`src/hdl/sdpd_pkg.sv`:
```
// types, constants and field arithmetic for the sensor delta packet decoder
// shared by sdpd_decode, sdpd_out_fifo and sensor_delta_packet_decoder_top
// no dependencies
package sdpd_pkg;

  localparam int FLAGS_W = 19;
  localparam int ID_W    = 4;
  localparam int VALUE_W = 32;
  localparam int SEG_W   = 4;
  localparam int POS_W   = 2;
  localparam int LEN_W   = 3;
  localparam int SLOT_W  = 3;
  localparam int SLOTS   = 8;

  localparam logic [3:0] NIBBLE = 4'hF;

  localparam logic [SEG_W-1:0] SEG_TEMP     = 4'd0;
  localparam logic [SEG_W-1:0] SEG_HUMID    = 4'd1;
  localparam logic [SEG_W-1:0] SEG_PRESS    = 4'd2;
  localparam logic [SEG_W-1:0] SEG_IAQ      = 4'd3;
  localparam logic [SEG_W-1:0] SEG_ACCURACY = 4'd4;
  localparam logic [SEG_W-1:0] SEG_STATIC   = 4'd5;
  localparam logic [SEG_W-1:0] SEG_CO2      = 4'd6;
  localparam logic [SEG_W-1:0] SEG_VOC      = 4'd7;
  localparam logic [SEG_W-1:0] SEG_GAS      = 4'd8;
  localparam logic [SEG_W-1:0] SEG_STAB     = 4'd9;
  localparam logic [SEG_W-1:0] SEG_ANALOG   = 4'd10;

  localparam logic [ID_W-1:0] ID_RUNIN  = 4'd10;
  localparam logic [ID_W-1:0] ID_ANALOG = 4'd11;
  localparam logic [ID_W-1:0] ID_WIND   = 4'd12;

  localparam logic [SLOT_W-1:0] SLOT_ANALOG = 3'd6;
  localparam logic [SLOT_W-1:0] SLOT_WIND   = 3'd7;

  localparam logic [3:0] DBIT_NONE   = 4'd0;
  localparam logic [3:0] DBIT_TEMP   = 4'd1;
  localparam logic [3:0] DBIT_PRESS  = 4'd3;
  localparam logic [3:0] DBIT_ANALOG = 4'd8;
  localparam logic [3:0] DBIT_WIND   = 4'd9;

  localparam int ABS_BIT = 0;
  localparam int NEG_OFS = 9;

  typedef struct packed {
    logic [ID_W-1:0]    id;
    logic [VALUE_W-1:0] value;
    logic               last;
  } result_t;

  typedef struct packed {
    logic [1:0] count;
    result_t    r0;
    result_t    r1;
  } push_t;

  function automatic logic [LEN_W-1:0] full_len(input logic [SEG_W-1:0] seg);
    logic [LEN_W-1:0] len;
    unique case (seg) inside
      SEG_PRESS:                          len = 3'd4;
      SEG_ACCURACY, SEG_GAS, SEG_STAB:    len = 3'd1;
      SEG_ANALOG:                         len = 3'd3;
      default:                            len = 3'd2;
    endcase
    return len;
  endfunction

  function automatic logic [3:0] delta_bit(input logic [SEG_W-1:0] seg);
    logic [3:0] d;
    unique case (seg)
      SEG_TEMP:   d = 4'd1;
      SEG_HUMID:  d = 4'd2;
      SEG_PRESS:  d = 4'd3;
      SEG_IAQ:    d = 4'd4;
      SEG_STATIC: d = 4'd5;
      SEG_CO2:    d = 4'd6;
      SEG_VOC:    d = 4'd7;
      default:    d = DBIT_NONE;
    endcase
    return d;
  endfunction

  function automatic logic [SLOT_W-1:0] short_slot(input logic [SEG_W-1:0] seg);
    logic [SLOT_W-1:0] s;
    unique case (seg)
      SEG_HUMID:  s = 3'd1;
      SEG_IAQ:    s = 3'd2;
      SEG_STATIC: s = 3'd3;
      SEG_CO2:    s = 3'd4;
      SEG_VOC:    s = 3'd5;
      default:    s = 3'd0;
    endcase
    return s;
  endfunction

  function automatic logic is_short(input logic [SEG_W-1:0] seg);
    logic r;
    unique case (seg) inside
      SEG_TEMP, SEG_HUMID, SEG_IAQ, SEG_STATIC, SEG_CO2, SEG_VOC: r = 1'b1;
      default:                                                    r = 1'b0;
    endcase
    return r;
  endfunction

  function automatic logic [LEN_W-1:0] seg_len(input logic [SEG_W-1:0]   seg,
                                               input logic [FLAGS_W-1:0] flags);
    logic [LEN_W-1:0] len;
    logic [3:0]       d;
    d = delta_bit(seg);
    if (seg == SEG_ANALOG) begin
      len = (!flags[ABS_BIT] && flags[DBIT_ANALOG] && flags[DBIT_WIND]) ? 3'd1 : 3'd3;
    end else if (!flags[ABS_BIT] && d != DBIT_NONE && flags[5'(d)]) begin
      len = 3'd1;
    end else begin
      len = full_len(seg);
    end
    return len;
  endfunction

  function automatic logic [15:0] finish_short(input logic [15:0] prev,
                                               input logic [15:0] raw,
                                               input logic        absolute,
                                               input logic        neg,
                                               input logic        is_temp);
    logic [15:0] v;
    if (absolute) begin
      v = (is_temp && neg) ? 16'(-raw) : raw;
    end else begin
      v = prev + (neg ? 16'(-raw) : raw);
    end
    return v;
  endfunction

endpackage

```
`src/hdl/sensor_delta_packet_decoder_top.sv`:
```
// sensor delta packet decoder: byte channel in, decoded field channel out
// depends on sdpd_pkg, sdpd_decode and sdpd_out_fifo
//
// byte channel: packet_flags, data_byte and first_byte move in one transaction
// when byte_valid is high and byte_stall low; first_byte starts a packet and
// latches its flags
// field channel: field_id, field_value and last move in one transaction when
// field_valid is high and field_stall low; last marks the wind field
// one byte is taken every cycle while the result queue has room for two
// results; a byte's results appear at the earliest after the input register
// and then the queue, one per cycle while the receiver does not stall
// a byte that yields two results fills two queue entries; a stalled
// receiver fills the queue, then byte_stall rises and holds the input
// reset clears the queue, the packet position, the latched flags and all
// stored previous values to zero
// FIFO_DEPTH: result queue depth, a power of two of at least 2
module sensor_delta_packet_decoder_top import sdpd_pkg::*; #(
  parameter int FIFO_DEPTH = 4
) (
  input  logic               clk,
  input  logic               rst,
  input  logic               byte_valid,
  output logic               byte_stall,
  input  logic [FLAGS_W-1:0] packet_flags,
  input  logic [7:0]         data_byte,
  input  logic               first_byte,
  output logic               field_valid,
  input  logic               field_stall,
  output logic [ID_W-1:0]    field_id,
  output logic [VALUE_W-1:0] field_value,
  output logic               last
);

  push_t push;
  logic  room;

  sdpd_decode u_decode (
    .clk          (clk),
    .rst          (rst),
    .byte_valid   (byte_valid),
    .byte_stall   (byte_stall),
    .packet_flags (packet_flags),
    .data_byte    (data_byte),
    .first_byte   (first_byte),
    .room         (room),
    .push         (push)
  );

  sdpd_out_fifo #(
    .DEPTH (FIFO_DEPTH)
  ) u_out_fifo (
    .clk         (clk),
    .rst         (rst),
    .push        (push),
    .room        (room),
    .field_valid (field_valid),
    .field_stall (field_stall),
    .field_id    (field_id),
    .field_value (field_value),
    .last        (last)
  );

endmodule

```
`src/hdl/sdpd_decode.sv`:
```
// input register, packet position tracking and field decode with stored values
// depends on sdpd_pkg; hands up to two results per byte to sdpd_out_fifo
module sdpd_decode import sdpd_pkg::*; (
  input  logic               clk,
  input  logic               rst,
  input  logic               byte_valid,
  output logic               byte_stall,
  input  logic [FLAGS_W-1:0] packet_flags,
  input  logic [7:0]         data_byte,
  input  logic               first_byte,
  input  logic               room,
  output push_t              push
);

  logic               q_valid;
  logic [FLAGS_W-1:0] q_flags;
  logic [7:0]         q_byte;
  logic               q_first;
  logic               advance;

  logic [SEG_W-1:0]   seg;
  logic [POS_W-1:0]   pos;
  logic               idle;
  logic [FLAGS_W-1:0] flags;
  logic [31:0]        partial;
  logic [15:0]        prev_short [SLOTS];
  logic [31:0]        prev_press;

  logic [SEG_W-1:0]   seg_e;
  logic [POS_W-1:0]   pos_e;
  logic               idle_e;
  logic [FLAGS_W-1:0] flags_e;
  logic [31:0]        partial_e;
  logic [31:0]        flags_ext;
  logic [LEN_W-1:0]   len;
  logic               final_byte;
  logic [31:0]        raw;

  logic [SEG_W-1:0]   seg_next;
  logic [POS_W-1:0]   pos_next;
  logic               idle_next;
  logic [31:0]        partial_next;

  logic               a_we;
  logic [SLOT_W-1:0]  a_slot;
  logic [15:0]        a_raw;
  logic [3:0]         a_dbit;
  logic [4:0]         a_nidx;
  logic [15:0]        a_val;
  logic               b_we;
  logic [15:0]        b_val;
  logic               p_we;
  logic [31:0]        p_val;
  logic [1:0]         n;
  result_t            r0;
  result_t            r1;

  assign byte_stall = q_valid && !room;
  assign advance    = q_valid && room;

  always_ff @(posedge clk) begin
    if (rst) begin
      q_valid <= 1'b0;
    end else if (!byte_stall) begin
      q_valid <= byte_valid;
    end
    if (byte_valid && !byte_stall) begin
      q_flags <= packet_flags;
      q_byte  <= data_byte;
      q_first <= first_byte;
    end
  end

  // a packet start overrides the stored position before decode
  assign flags_e   = q_first ? q_flags : flags;
  assign seg_e     = q_first ? '0 : seg;
  assign pos_e     = q_first ? '0 : pos;
  assign idle_e    = q_first ? 1'b0 : idle;
  assign partial_e = q_first ? '0 : partial;
  assign flags_ext = {{(32-FLAGS_W){1'b0}}, flags_e};

  assign len        = seg_len(seg_e, flags_e);
  assign final_byte = (LEN_W'({1'b0, pos_e}) + LEN_W'(1)) >= len;
  assign raw        = {partial_e[23:0], q_byte};

  assign a_nidx = 5'(a_dbit) + 5'(NEG_OFS);
  assign a_val  = finish_short(prev_short[a_slot], a_raw, flags_e[ABS_BIT],
                               flags_ext[a_nidx], a_dbit == DBIT_TEMP);
  assign b_val  = finish_short(prev_short[SLOT_WIND], {12'd0, q_byte[3:0] & NIBBLE},
                               flags_e[ABS_BIT], flags_e[DBIT_WIND + NEG_OFS], 1'b0);
  assign p_val  = flags_e[ABS_BIT] ? raw :
                  prev_press + (flags_e[DBIT_PRESS + NEG_OFS] ? 32'(-raw) : raw);

  always_comb begin
    a_we         = 1'b0;
    a_slot       = short_slot(seg_e);
    a_raw        = raw[15:0];
    a_dbit       = delta_bit(seg_e);
    b_we         = 1'b0;
    p_we         = 1'b0;
    n            = 2'd0;
    r0           = '0;
    r1           = '0;
    partial_next = partial_e;
    idle_next    = idle_e;
    seg_next     = seg_e;
    pos_next     = pos_e;

    if (!idle_e) begin
      if (seg_e == SEG_ANALOG) begin
        if (len == LEN_W'(1)) begin
          a_we   = 1'b1;
          a_slot = SLOT_ANALOG;
          a_raw  = {12'd0, q_byte[7:4]};
          a_dbit = DBIT_ANALOG;
          b_we   = 1'b1;
          n      = 2'd2;
          r0     = '{id: ID_ANALOG, value: {16'd0, a_val}, last: 1'b0};
          r1     = '{id: ID_WIND, value: {16'd0, b_val}, last: 1'b1};
          idle_next = 1'b1;
        end else if (pos_e == POS_W'(0)) begin
          partial_next = {24'd0, q_byte};
        end else if (pos_e == POS_W'(1)) begin
          a_we   = 1'b1;
          a_slot = SLOT_ANALOG;
          a_raw  = {4'd0, partial_e[7:0], q_byte[7:4]};
          a_dbit = DBIT_ANALOG;
          n      = 2'd1;
          r0     = '{id: ID_ANALOG, value: {16'd0, a_val}, last: 1'b0};
          partial_next = {28'd0, q_byte[3:0] & NIBBLE};
        end else begin
          a_we   = 1'b1;
          a_slot = SLOT_WIND;
          a_raw  = {4'd0, partial_e[3:0], q_byte};
          a_dbit = DBIT_WIND;
          n      = 2'd1;
          r0     = '{id: ID_WIND, value: {16'd0, a_val}, last: 1'b1};
          partial_next = '0;
          idle_next    = 1'b1;
        end
      end else if (!final_byte) begin
        partial_next = raw;
      end else begin
        partial_next = '0;
        n = 2'd1;
        if (seg_e == SEG_PRESS) begin
          p_we = 1'b1;
          r0   = '{id: ID_W'(SEG_PRESS), value: p_val, last: 1'b0};
        end else if (is_short(seg_e)) begin
          a_we = 1'b1;
          r0   = '{id: ID_W'(seg_e), value: {16'd0, a_val}, last: 1'b0};
        end else if (seg_e == SEG_STAB) begin
          n  = 2'd2;
          r0 = '{id: ID_W'(SEG_STAB), value: {28'd0, q_byte[7:4]}, last: 1'b0};
          r1 = '{id: ID_RUNIN, value: {28'd0, q_byte[3:0] & NIBBLE}, last: 1'b0};
        end else begin
          r0 = '{id: ID_W'(seg_e), value: {24'd0, q_byte}, last: 1'b0};
        end
      end

      if (seg_e != SEG_ANALOG || len != LEN_W'(1)) begin
        if (final_byte) begin
          seg_next = seg_e + SEG_W'(1);
          pos_next = '0;
        end else begin
          pos_next = pos_e + POS_W'(1);
        end
      end
    end
  end

  always_comb begin
    push       = '0;
    push.r0    = r0;
    push.r1    = r1;
    push.count = advance ? n : 2'd0;
  end

  always_ff @(posedge clk) begin
    if (rst) begin
      seg        <= '0;
      pos        <= '0;
      idle       <= 1'b0;
      flags      <= '0;
      partial    <= '0;
      prev_press <= '0;
      for (int i = 0; i < SLOTS; i++) begin
        prev_short[i] <= '0;
      end
    end else if (advance) begin
      seg     <= seg_next;
      pos     <= pos_next;
      idle    <= idle_next;
      flags   <= flags_e;
      partial <= partial_next;
      if (p_we) begin
        prev_press <= p_val;
      end
      if (a_we) begin
        prev_short[a_slot] <= a_val;
      end
      if (b_we) begin
        prev_short[SLOT_WIND] <= b_val;
      end
    end
  end

endmodule

```
`src/hdl/sdpd_out_fifo.sv`:
```
// result queue taking up to two results a cycle and giving one per transaction
// depends on sdpd_pkg; fed by sdpd_decode
module sdpd_out_fifo import sdpd_pkg::*; #(
  parameter int DEPTH = 4
) (
  input  logic               clk,
  input  logic               rst,
  input  push_t              push,
  output logic               room,
  output logic               field_valid,
  input  logic               field_stall,
  output logic [ID_W-1:0]    field_id,
  output logic [VALUE_W-1:0] field_value,
  output logic               last
);

  localparam int PW = $clog2(DEPTH);
  localparam int CW = $clog2(DEPTH + 1);

  result_t       mem [DEPTH];
  logic [PW-1:0] wr;
  logic [PW-1:0] rd;
  logic [CW-1:0] count;
  logic          pop;
  result_t       head;

  assign room        = count <= CW'(DEPTH - 2);
  assign field_valid = count != '0;
  assign pop         = field_valid && !field_stall;
  assign head        = mem[rd];
  assign field_id    = head.id;
  assign field_value = head.value;
  assign last        = head.last;

  always_ff @(posedge clk) begin
    if (rst) begin
      wr    <= '0;
      rd    <= '0;
      count <= '0;
    end else begin
      wr    <= wr + PW'(push.count);
      rd    <= rd + PW'(pop);
      count <= count + CW'(push.count) - CW'(pop);
    end
    if (push.count != 2'd0) begin
      mem[wr] <= push.r0;
    end
    if (push.count == 2'd2) begin
      mem[wr + PW'(1)] <= push.r1;
    end
  end

endmodule

```
`config.mk`:
```
export PLATFORM = sky130hd
export DESIGN_NAME = sensor_delta_packet_decoder_top
export DESIGN_NICKNAME = d
export VERILOG_FILES = /design/src/hdl/sdpd_pkg.sv /design/src/hdl/sensor_delta_packet_decoder_top.sv /design/src/hdl/sdpd_decode.sv /design/src/hdl/sdpd_out_fifo.sv
export SDC_FILE = /design/constraint.sdc
export NUM_CORES = 1
export LEC_CHECK = 0
export BUFFER_PORTS_ARGS = -buffer_cell sky130_fd_sc_hd__buf_2
export CORE_MARGIN = 2
export CORE_UTILIZATION = 31
export CTS_CLUSTER_DIAMETER = 40
export DETAILED_ROUTE_END_ITERATION = 8
export GPL_ROUTABILITY_DRIVEN = 0
export SKIP_CTS_REPAIR_TIMING = 1
export SYNTH_ARGS = -nofsm -noshare
export SYNTH_HDL_FRONTEND = slang
export SYNTH_SLANG_ARGS = --single-unit
```
`constraint.sdc`:
```
create_clock -name clk -period 8.9 [get_ports clk]
set_clock_uncertainty 0.15 [all_clocks]
set_input_delay 0.89 -clock clk [delete_from_list [all_inputs] [get_ports clk]]
set_output_delay 0.89 -clock clk [all_outputs]
set_load 0.01 [all_outputs]
```
Yosys cells after proc, flatten, opt, wreduce, memory -nomap -nowiden
Memories as Yosys holds them, arrays and structs flattened. A register that Yosys moved wholly into a read port is not among the register bits. Cells that the tools add are included.

Memories kept: 2. Bits in registers: 126. Word-level logic and storage cells: 191. Output and inout port bits: 39. Memory bits (writable): 276. Input port bits: 32.

Eq/ne operators: 16. Muxes and demuxes: 117. Bitwise logic cells: 1. Reduce and logical (&&, ||, !) cells: 23. Order comparisons: 4. Add/sub/neg operators: 15.

Memories: u_out_fifo.mem (depth 4, bits a word 37, rd ports 1, clocked after memory_dff 1, wr ports 2, RTL line sdpd_out_fifo.sv:20) `result_t mem [DEPTH];`; u_decode.prev_short (depth 8, bits a word 16, rd ports 2, clocked after memory_dff 0, wr ports 8, RTL line sdpd_decode.sv:26) `logic [15:0] prev_short [SLOTS];`.

Operators with widths (count): $mux 37 (15); $mux 32 (8); $mux 16 (11); $mux 1 (45); $mux 36 (1); $mux 4 (9); $add 16x16->16 (2); $add 32x32->32 (1); $neg 32->32 (1); $mux 2 (14); $mux 3 (7); $pmux 3 s7 (1); $mux 19 (1); $eq 4x3->1 const B (4); $neg 16->16 (1); $neg 4->16 (1); $reduce_or 16->1 (1); $pmux 3 s5 (1); $eq 4x4->1 const B (3); $mux 12 (1); $logic_and 1x1->1 (9); $eq 4x1->1 const B (2); $eq 4x2->1 const B (2); $lt 3x6->1 const B (1); 30 further kinds (34).

Depth between registers and ports, before layout
Gate-level depths: netlist of run 1.

Depth after elaboration: 23. Gate-level depth with buffers: 40. Depth with buffers taken out: 31.

By module
Synthesis of run 1 repeated with hierarchy kept, for this count alone.

Cells, all modules: 2271. Area, all modules: 23627.7 µm².

Modules (own cells, without submodules): sdpd_decode (area each 16109.2 µm², seq. area each 6346.1 µm², cells each 1867, times used 1); sdpd_out_fifo (area each 7518.5 µm², seq. area each 4584.4 µm², cells each 404, times used 1).

Worst setup path before layout of run 1
OpenSTA, ideal clock, no wires.

Path kind: register to register. Start: register u_decode.q_first. End: memory u_decode.prev_short[0][14], data pin. Cell stages (with the launch flop): 38. Required time: 8.484 ns. Arrival time: 7.417 ns. Clock period less this slack: 7.833 ns. Buffers on the path: 8. Slack: 1.067 ns. Setup time: 0.266 ns. Cells stage by stage: edfxtp_1 -> buf_2 -> buf_2 -> inv_1 -> clkbuf_1 -> buf_1 -> buf_1 -> nand2_1 -> inv_1 -> ha_1 -> nor2b_1 -> nor2_1 -> a21o_4 -> o21ai_2 -> inv_1 -> ha_1 -> or2_2 -> a2111oi_0 -> (+2 left out) -> a31oi_1 -> buf_2 -> buf_4 -> clkbuf_1 -> a21oi_1 -> fa_1 -> a21o_1 -> a21oi_1 -> nor2b_1 -> o21a_1 -> nor4_1 -> o41ai_1 -> a31oi_1 -> o21ai_0 -> xnor2_1 -> nor2_1 -> nor2_1 -> nor2_1.

RTL lines: from (decl) (RTL line sdpd_decode.sv:18) `logic q_first;`; from (signal assigned) (RTL line sdpd_decode.sv:70) `q_first <= first_byte;`; to (decl) (RTL line sdpd_decode.sv:26).

==> reports/summary.json, run 1 <==
{
  "outcome": {
    "status": "finished, final reports clean"
  },
  "route": {
    "wire_per_inst_um": 22.0,
    "totalWireLength_um": 76200,
    "drt_first_pass_iters": 6,
    "avgViaCountPerCell": 5.59,
    "detail_route.drc_violations": 0,
    "drt_first_iter_violations": 2014,
    "detail-route-antenna-nets": 0,
    "routed-via-count": 19406
  },
  "flow_run": {
    "cap_violations": 0
  },
  "global_route": {
    "grt_pass1_wl_um": 116000,
    "grt_antenna_before_repair": 2,
    "grt_usage_pct": 20.3,
    "grt_overflow": 0,
    "vias_in_the_first_global_route": 18504,
    "grt_max_degree": 60
  },
  "timing": {
    "tightestPinTransition_ns": 1.37,
    "max_freq_mhz": 130,
    "fin_setup_tns_ns": 0,
    "unrepaired_setup_endpoints_after_global_routing": "no",
    "max_slew_margin_pct": 7.99,
    "timing.hold.ws_ns": 0.299,
    "layout_min_cycle_time_ns": 7.71,
    "period_share_pct": 86.7,
    "pins_over_slew_limit": 0,
    "report.final.setup_viol": 0,
    "final-hold-violation-count": 0
  },
  "setup_path": {
    "critical_path_required_ns": 9.07,
    "worstSetupStartpointType": "register",
    "arrival_ns": 7.88,
    "cp_max_stage_delay_ns": 0.66,
    "critical_path.n_buffers_inverters": 1,
    "critical_path.endpoint_type": "register",
    "crit_path_top_delay_cell": "sky130_fd_sc_hd__dfxtp_1",
    "path_max_fanout": 17,
    "critical-path-top-delay-family": "compound AO/OA/AOI/OAI gates",
    "reg2reg_setup_slack_ns": 1.19,
    "criticalPathCategory": "reg2reg"
  },
  "synthesis": {
    "sequential_share_of_the_synthesized_area_pct": 45.3,
    "synthesis.instances": 2414,
    "ys_types": 90,
    "synth_top_flop_cell": "sky130_fd_sc_hd__edfxtp_1",
    "yosysWarningCount": 0,
    "syn-cell-area_um2": 22600,
    "synth.ff_latch_count": 394,
    "synthesis.area_per_instance_um2": 9.37,
    "synth.net_count": 2527,
    "synth_enable_flop_cells": 236,
    "synth_async_sr_flop_share_pct": 0
  },
  "floorplanning": {
    "die_h_um": 274,
    "die_area_um2": 75100,
    "initial_core_util_pct": 31.2,
    "number_of_ports_placed_on_the_die_boundary": 71,
    "design.core.area_um2": 72600,
    "std_cell_rows": 99,
    "die_x_um": 274
  },
  "place": {
    "dp_hpwl_um": 52600,
    "portBuffers": 70,
    "placement.cell_area_um2": 23900
  },
  "power": {
    "power_leakage_nw": 9.74,
    "internal_power_w": 0.00431,
    "power_frac_comb_pct": 23.4,
    "power_switching_share_pct": 31.7,
    "power_density_nw_per_um2": 239,
    "max-vdd-ir-drop_v": 0.000148,
    "net-switching-power_w": 0.00200,
    "total_power_w": 0.00631,
    "sequential_share_of_power_pct": 32.7,
    "clock_power_share_pct": 43.9
  },
  "clock_tree": {
    "clk-insertion-delay-late_ns": 0.61,
    "tritoncts": "yes",
    "cts_inserted_buffers": 71,
    "clock_pin_slew_of_the_registers_on_the_worst_case_setup_and_hold_paths_ns": 0.05,
    "cts_htree_levels": 3,
    "cts.sink_count": 394,
    "max-clock-path-buffers": 3,
    "cts.root.buffer_cell": "sky130_fd_sc_hd__clkbuf_16"
  },
  "layout": {
    "synthToLayoutAreaGrowth_pct": 16.7,
    "layout_cells_sized_above_1_pct": 13.1,
    "area_of_all_placed_cells_without_fillers_um2": 26400,
    "insertedDiodeCount": 0,
    "finalCoreUtilization_pct": 36.4,
    "most_frequent_standard_cell_in_the_layout_excluding_fill_and_tap_cells": "sky130_fd_sc_hd__nor2_1",
    "final_nets": 2568,
    "most-common-layout-cells": "372 x sky130_fd_sc_hd__nor2_1, 286 x sky130_fd_sc_hd__nand2_1, 236 x sky130_fd_sc_hd__edfxtp_1"
  },
  "worst_hold_path": {
    "hold_path_class": "reg2reg"
  }
}
## cell usage after synthesis (36+ instances only)
cell type | number | area share [%]
sky130_fd_sc_hd__a211oi_1 | 38 | 1.3
sky130_fd_sc_hd__a21oi_1 | 124 | 2.7
sky130_fd_sc_hd__a22oi_1 | 51 | 1.7
sky130_fd_sc_hd__clkbuf_1 | 102 | 1.7
sky130_fd_sc_hd__dfxtp_1 | 158 | 14
sky130_fd_sc_hd__edfxtp_1 | 236 | 31
sky130_fd_sc_hd__ha_1 | 77 | 4.3
sky130_fd_sc_hd__inv_1 | 41 | 0.68
sky130_fd_sc_hd__mux4_2 | 37 | 3.7
sky130_fd_sc_hd__nand2_1 | 286 | 4.7
sky130_fd_sc_hd__nand2b_1 | 36 | 1.0
sky130_fd_sc_hd__nand3_1 | 63 | 1.4
sky130_fd_sc_hd__nor2_1 | 373 | 6.2
sky130_fd_sc_hd__nor3_1 | 58 | 1.3
sky130_fd_sc_hd__o21ai_0 | 143 | 3.2
sky130_fd_sc_hd__o22ai_1 | 57 | 1.6
sky130_fd_sc_hd__xnor2_1 | 57 | 2.2
sky130_fd_sc_hd__xor2_1 | 41 | 1.6
## routing by layer
layer,global-route usage (%),wire (um),vias to the layer above
li1,-,-,8993
met1,26.8,31700,9394
met2,32.7,35700,851
met3,3.61,6000,166
met4,8.15,2820,2
met5,0,13,-
## worst register-to-register path, delay by kind of cell, from the launching register on
family,cells,cell delay [ns]
AO/OA/AOI/OAI,12,2.76
AND/OR/NAND/NOR,8,2.28
flip-flops,1,0.66
XOR/XNOR,1,0.42
buffers and inverters,1,0.09
adder cells (fa/ha/maj),2,0.78
multiplexers,1,0.29
## worst paths after layout
check / startpoint / to / cells past startpoint
max: u_decode.seg[1]$_SDFFE_PP0P_ / u_decode.prev_short[2][14]$_SDFFCE_PN0P_ / 25
min: u_out_fifo.mem[2][24]$_SDFFE_PP0P_ / u_out_fifo.mem[2][24]$_SDFFE_PP0P_ / 2
max reg2reg: u_decode.seg[1]$_SDFFE_PP0P_ / u_decode.prev_short[2][14]$_SDFFCE_PN0P_ / 25
min reg2reg: u_out_fifo.mem[2][24]$_SDFFE_PP0P_ / u_out_fifo.mem[2][24]$_SDFFE_PP0P_ / 2
## state kept, by name, indices dropped and copies added, names as in the netlist
signal	count
u_decode.flags	19
u_out_fifo.mem	148
u_decode.q_flags	19
u_decode.partial	24
u_decode.idle	1
u_decode.prev_short	128
u_out_fifo.count	3
u_decode.pos	2
u_decode.q_first	1
u_decode.q_valid	1
u_decode.prev_press	32
u_decode.q_byte	8
u_out_fifo.rd	2
u_out_fifo.wr	2
u_decode.seg	4
## through the flow
| step | setup slack [ns] | cells |
|---|---|---|
| after CTS | 1.24 | 3472 |
| final | 1.19 | 3472 |
| after global placement | 1.38 | 3341 |
| after floorplan | 1.07 | 2414 |
| after global routing | 0.740 | 3472 |
| after detailed placement | 1.26 | 3341 |
## area by class of cell
| cell class | count | area, um2 |
|---|---|---|
| clock buffers | 85 | 1920 |
| well taps | 959 | 1200 |
| fillers | 7376 | 46200 |
| clock inverters | 46 | 526 |
| flip-flops and latches | 394 | 10300 |
| repair buffers | 114 | 683 |
| inverters | 41 | 154 |
| multi-input cells | 1833 | 11700 |
## power groups by stage
stage	Clock (W)	Sequential, W	Combinational (W)
2_1_floorplan	0	0.00206	0.00103
3_3_place_gp	0	0.00209	0.00146
3_5_place_dp	0	0.00209	0.00147
4_1_cts	0.00280	0.00206	0.00147
5_1_grt	0.00288	0.00207	0.00161
6_report	0.00277	0.00206	0.00148
## cells by family (layout without fill, tap and decap cells)
kind of cell    after synthesis  after routing  share of synthesized area, %
flops                       394            394                          45.3
mux                          76             76                          5.45
simple gates                946            946                          18.5
fa+ha+maj                    82             82                          4.66
compound gates              631            631                          18.9
xor+xnor                     98             98                          3.80
buf+inv                     187            286                          3.38
(Power assumes the default switching activity.)
==> run 2, diff against run 1 <==
- RECOVER_POWER: unset -> 25
==> run 2 against run 1 <==
- largest cell class unchanged
- setup slack is essentially flat
- the flow now finishes with violations (max-capacitance violations, max-slew violations)
- critical path type unchanged
- final area shrank 0.40%
- non-clock buffer count did not move
- flip-flop and latch count stayed put
- power shrank 0.10%
- critical path depth unchanged
- die area unchanged
==> reports/summary.json, run 2 (same netlist as run 1, synthesis figures left out) <==
{
  "timing": {
    "fin_setup_tns": {"value": 0, "unit": "ns", "change": "unchanged"},
    "unrepaired_setup_endpoints_after_global_routing": "no",
    "fin_ws": {"value": 1.19, "unit": "ns", "change": "-0.000490 ns"},
    "tightestPinTransition": {"value": 3.46, "unit": "ns", "change": "+2.09 ns"},
    "layout_min_cycle_time": {"value": 7.71, "unit": "ns", "change": "+0.000490 ns"},
    "pins_over_slew_limit": {"value": 203, "change": "+203"},
    "period_share": {"value": 86.7, "unit": "%", "change": "about the same"},
    "report.final.setup_viol": {"value": 0, "change": "unchanged"},
    "max_slew_margin": {"value": -130, "unit": "%", "change": "-140 points"},
    "final-hold-violation-count": {"value": 0, "change": "unchanged"},
    "max_freq": {"value": 130, "unit": "MHz", "change": "about the same"}
  },
  "clock_tree": {
    "max-clock-path-buffers": {"value": 3, "change": "unchanged"},
    "tritoncts": "yes",
    "cts.root.buffer_cell": "sky130_fd_sc_hd__clkbuf_16",
    "cts_inserted_buffers": {"value": 71, "change": "unchanged"},
    "cts.sink_count": {"value": 394, "change": "unchanged"},
    "clock_pin_slew_of_the_registers_on_the_worst_case_setup_and_hold_paths": {"value": 0.06, "unit": "ns", "change": "about the same"},
    "clk-insertion-delay-late": {"value": 0.61, "unit": "ns", "change": "about the same"},
    "cts_htree_levels": {"value": 3, "change": "unchanged"}
  },
  "setup_path": {
    "worst_r2r_startpoint": "u_decode.seg[1]$_SDFFE_PP0P_",
    "cp_max_stage_delay": {"value": 0.66, "unit": "ns", "change": "about the same"},
    "r2r-end": "u_decode.prev_short[0][14]$_SDFFCE_PN0P_",
    "worstSetupStartpointType": "register",
    "arrival": {"value": 7.88, "unit": "ns", "change": "about the same"},
    "reg2reg_setup_slack": {"value": 1.19, "unit": "ns", "change": "about the same"},
    "critical_path_required": {"value": 9.06, "unit": "ns", "change": "about the same"},
    "path_max_fanout": {"value": 17, "change": "unchanged"},
    "critical_path.n_buffers_inverters": {"value": 1, "change": "unchanged"},
    "critical-path-top-delay-family": "compound AO/OA/AOI/OAI gates",
    "critical_path.endpoint_type": "register",
    "timing.reg2reg.worst_path_depth": {"value": 25, "change": "unchanged"},
    "crit_path_top_delay_cell": "sky130_fd_sc_hd__dfxtp_1",
    "criticalPathCategory": "reg2reg"
  },
  "power": {
    "power_leakage": {"value": 9.55, "unit": "nW", "change": "-2.0%"},
    "power_density": {"value": 240, "unit": "nW/um2", "change": "+0.30%"},
    "max-vdd-ir-drop": {"value": 0.000148, "unit": "V", "change": "about the same"}
  },
  "floorplanning": {
    "die_x": {"value": 274, "unit": "um", "change": "unchanged"},
    "die_h": {"value": 274, "unit": "um", "change": "unchanged"},
    "number_of_ports_placed_on_the_die_boundary": {"value": 71, "change": "unchanged"},
    "die_area": {"value": 75100, "unit": "um2", "change": "unchanged"},
    "std_cell_rows": {"value": 99, "change": "unchanged"},
    "initial_core_util": {"value": 31.2, "unit": "%", "change": "unchanged"},
    "design.core.area": {"value": 72600, "unit": "um2", "change": "unchanged"}
  },
  "layout": {
    "number_of_flip_flops_in_the_largest_register": {"value": 148, "change": "unchanged"},
    "finalCoreUtilization": {"value": 36.2, "unit": "%", "change": "-0.15 points"},
    "most_frequent_standard_cell_in_the_layout_excluding_fill_and_tap_cells": "sky130_fd_sc_hd__nor2_1",
    "layout_cells_sized_above_1": {"value": 10.9, "unit": "%", "change": "-2.3 points"},
    "max_flop_register": "u_out_fifo.mem",
    "most-common-layout-cells": "373 x sky130_fd_sc_hd__nor2_1, 286 x sky130_fd_sc_hd__nand2_1, 236 x sky130_fd_sc_hd__edfxtp_1",
    "synthToLayoutAreaGrowth_pct": 16.2,
    "area_of_all_placed_cells_without_fillers": {"value": 26300, "unit": "um2", "change": "-0.40%"},
    "final_standard_cell_count_with_taps_included_and_fillers_excluded": {"value": 3472, "change": "unchanged"},
    "top_regs": "u_out_fifo.mem x148, u_decode.prev_short x128, u_decode.prev_press x32",
    "final_nets": {"value": 2568, "change": "unchanged"},
    "insertedDiodeCount": {"value": 0, "change": "unchanged"}
  },
  "place": {
    "portBuffers": {"value": 70, "change": "unchanged"},
    "placement.cell_area": {"value": 23900, "unit": "um2", "change": "unchanged"},
    "dp_hpwl": {"value": 52600, "unit": "um", "change": "unchanged"},
    "post_place_setup_slack": {"value": 1.26, "unit": "ns", "change": "unchanged"},
    "total_placed_cells_including_tap_cells": {"value": 3341, "change": "unchanged"}
  },
  "route": {
    "drt_first_pass_iters": {"value": 6, "change": "unchanged"},
    "detail_route.drc_violations": {"value": 0, "change": "unchanged"},
    "wire_per_inst": {"value": 22.0, "unit": "um", "change": "+0.12%"},
    "routed-via-count": {"value": 19319, "change": "-0.45%"},
    "detail-route-antenna-nets": {"value": 0, "change": "unchanged"},
    "totalWireLength": {"value": 76300, "unit": "um", "change": "+0.12%"},
    "avgViaCountPerCell": {"value": 5.56, "change": "-0.45%"},
    "drt_first_iter_violations": {"value": 2076, "change": "+3.1%"}
  },
  "outcome": {
    "status": "complete, but fails checks",
    "failed_checks": "max-capacitance violations, max-slew violations"
  },
  "global_route": {
    "grt_antenna_before_repair": {"value": 2, "change": "unchanged"},
    "vias_in_the_first_global_route": {"value": 18504, "change": "unchanged"},
    "grt_pass1_wl": {"value": 116000, "unit": "um", "change": "unchanged"},
    "grt_overflow": {"value": 0, "change": "unchanged"},
    "grt_max_degree": {"value": 60, "change": "unchanged"},
    "grt_usage": {"value": 20.3, "unit": "%", "change": "unchanged"}
  },
  "worst_hold_path": {
    "hold_path_class": "reg2reg",
    "timing.hold.worst.start": "u_out_fifo.mem[2][24]$_SDFFE_PP0P_",
    "instance_count_along_the_most_critical_hold_path": {"value": 2, "change": "unchanged"},
    "worstHoldEndpoint": "u_out_fifo.mem[2][24]$_SDFFE_PP0P_"
  },
  "flow_run": {
    "cap_violations": {"value": 5, "change": "+5"}
  }
}
## run 2: cell count changes in the layout (fill, tap and decap cells not counted), sizes merged
cell / delta
buf: -54
clkbuf: +54
## run 2: worst max path at each step
| stage | startpoint | end | cells after the start |
|---|---|---|---|
| 2_1_floorplan | u_decode.q_first$_DFFE_PP_ | u_decode.prev_short[0][14]$_SDFFCE_PN0P_ | 37 |
| 6_report | u_decode.seg[1]$_SDFFE_PP0P_ | u_decode.prev_short[0][14]$_SDFFCE_PN0P_ | 25 |
| 3_5_place_dp | u_decode.seg[1]$_SDFFE_PP0P_ | u_decode.prev_short[6][14]$_SDFFCE_PN0P_ | 25 |
| 4_1_cts | u_decode.seg[1]$_SDFFE_PP0P_ | u_decode.prev_short[5][14]$_SDFFCE_PN0P_ | 25 |
| 5_1_grt | u_decode.seg[1]$_SDFFE_PP0P_ | u_decode.prev_short[3][14]$_SDFFCE_PN0P_ | 25 |
| 3_3_place_gp | u_decode.seg[1]$_SDFFE_PP0P_ | u_out_fifo.mem[0][13]$_DFFE_PP_ | 24 |
## run 2: layer usage
metal / global-route usage (%) / part of all wire (%)
met1: 26.8 / 42
met2: 32.7 / 47
met3: 3.61 / 7.8
met4: 8.15 / 3.6
met5: 0 / 0.017
## run 2: worst min-delay path, cell delays in order, from the launching register on
cell	delay, ns
sky130_fd_sc_hd__dfxtp_1	0.32
sky130_fd_sc_hd__nand2_1	0.04
sky130_fd_sc_hd__o21ai_0	0.05
## run 2: cell type report
| cell class | instances | area, um2 |
|---|---|---|
| fill | 7411 | 46300 |
| multi-input combinational | 1833 | 11600 |
| sequential | 394 | 10300 |
| clock buffer | 85 | 1920 |
| tap | 959 | 1200 |
| timing repair buffer | 114 | 598 |
| clock inverter | 46 | 526 |
| inverter | 41 | 154 |
## run 2: where the power goes
| group | switching [W] | total [W] | internal [W] |
|---|---|---|---|
| sequential | 0.0000610 | 0.00206 | 0.00200 |
| combinational | 0.000977 | 0.00147 | 0.000495 |
| clock | 0.000959 | 0.00277 | 0.00181 |
## run 2: metrics by stage
stage	hold slack, ns	power [W]
floorplan	0.270	0.00308
global placement	0.281	0.00356
detailed placement	0.292	0.00356
CTS	0.276	0.00633
global route	0.296	0.00655
finish	0.297	0.00630
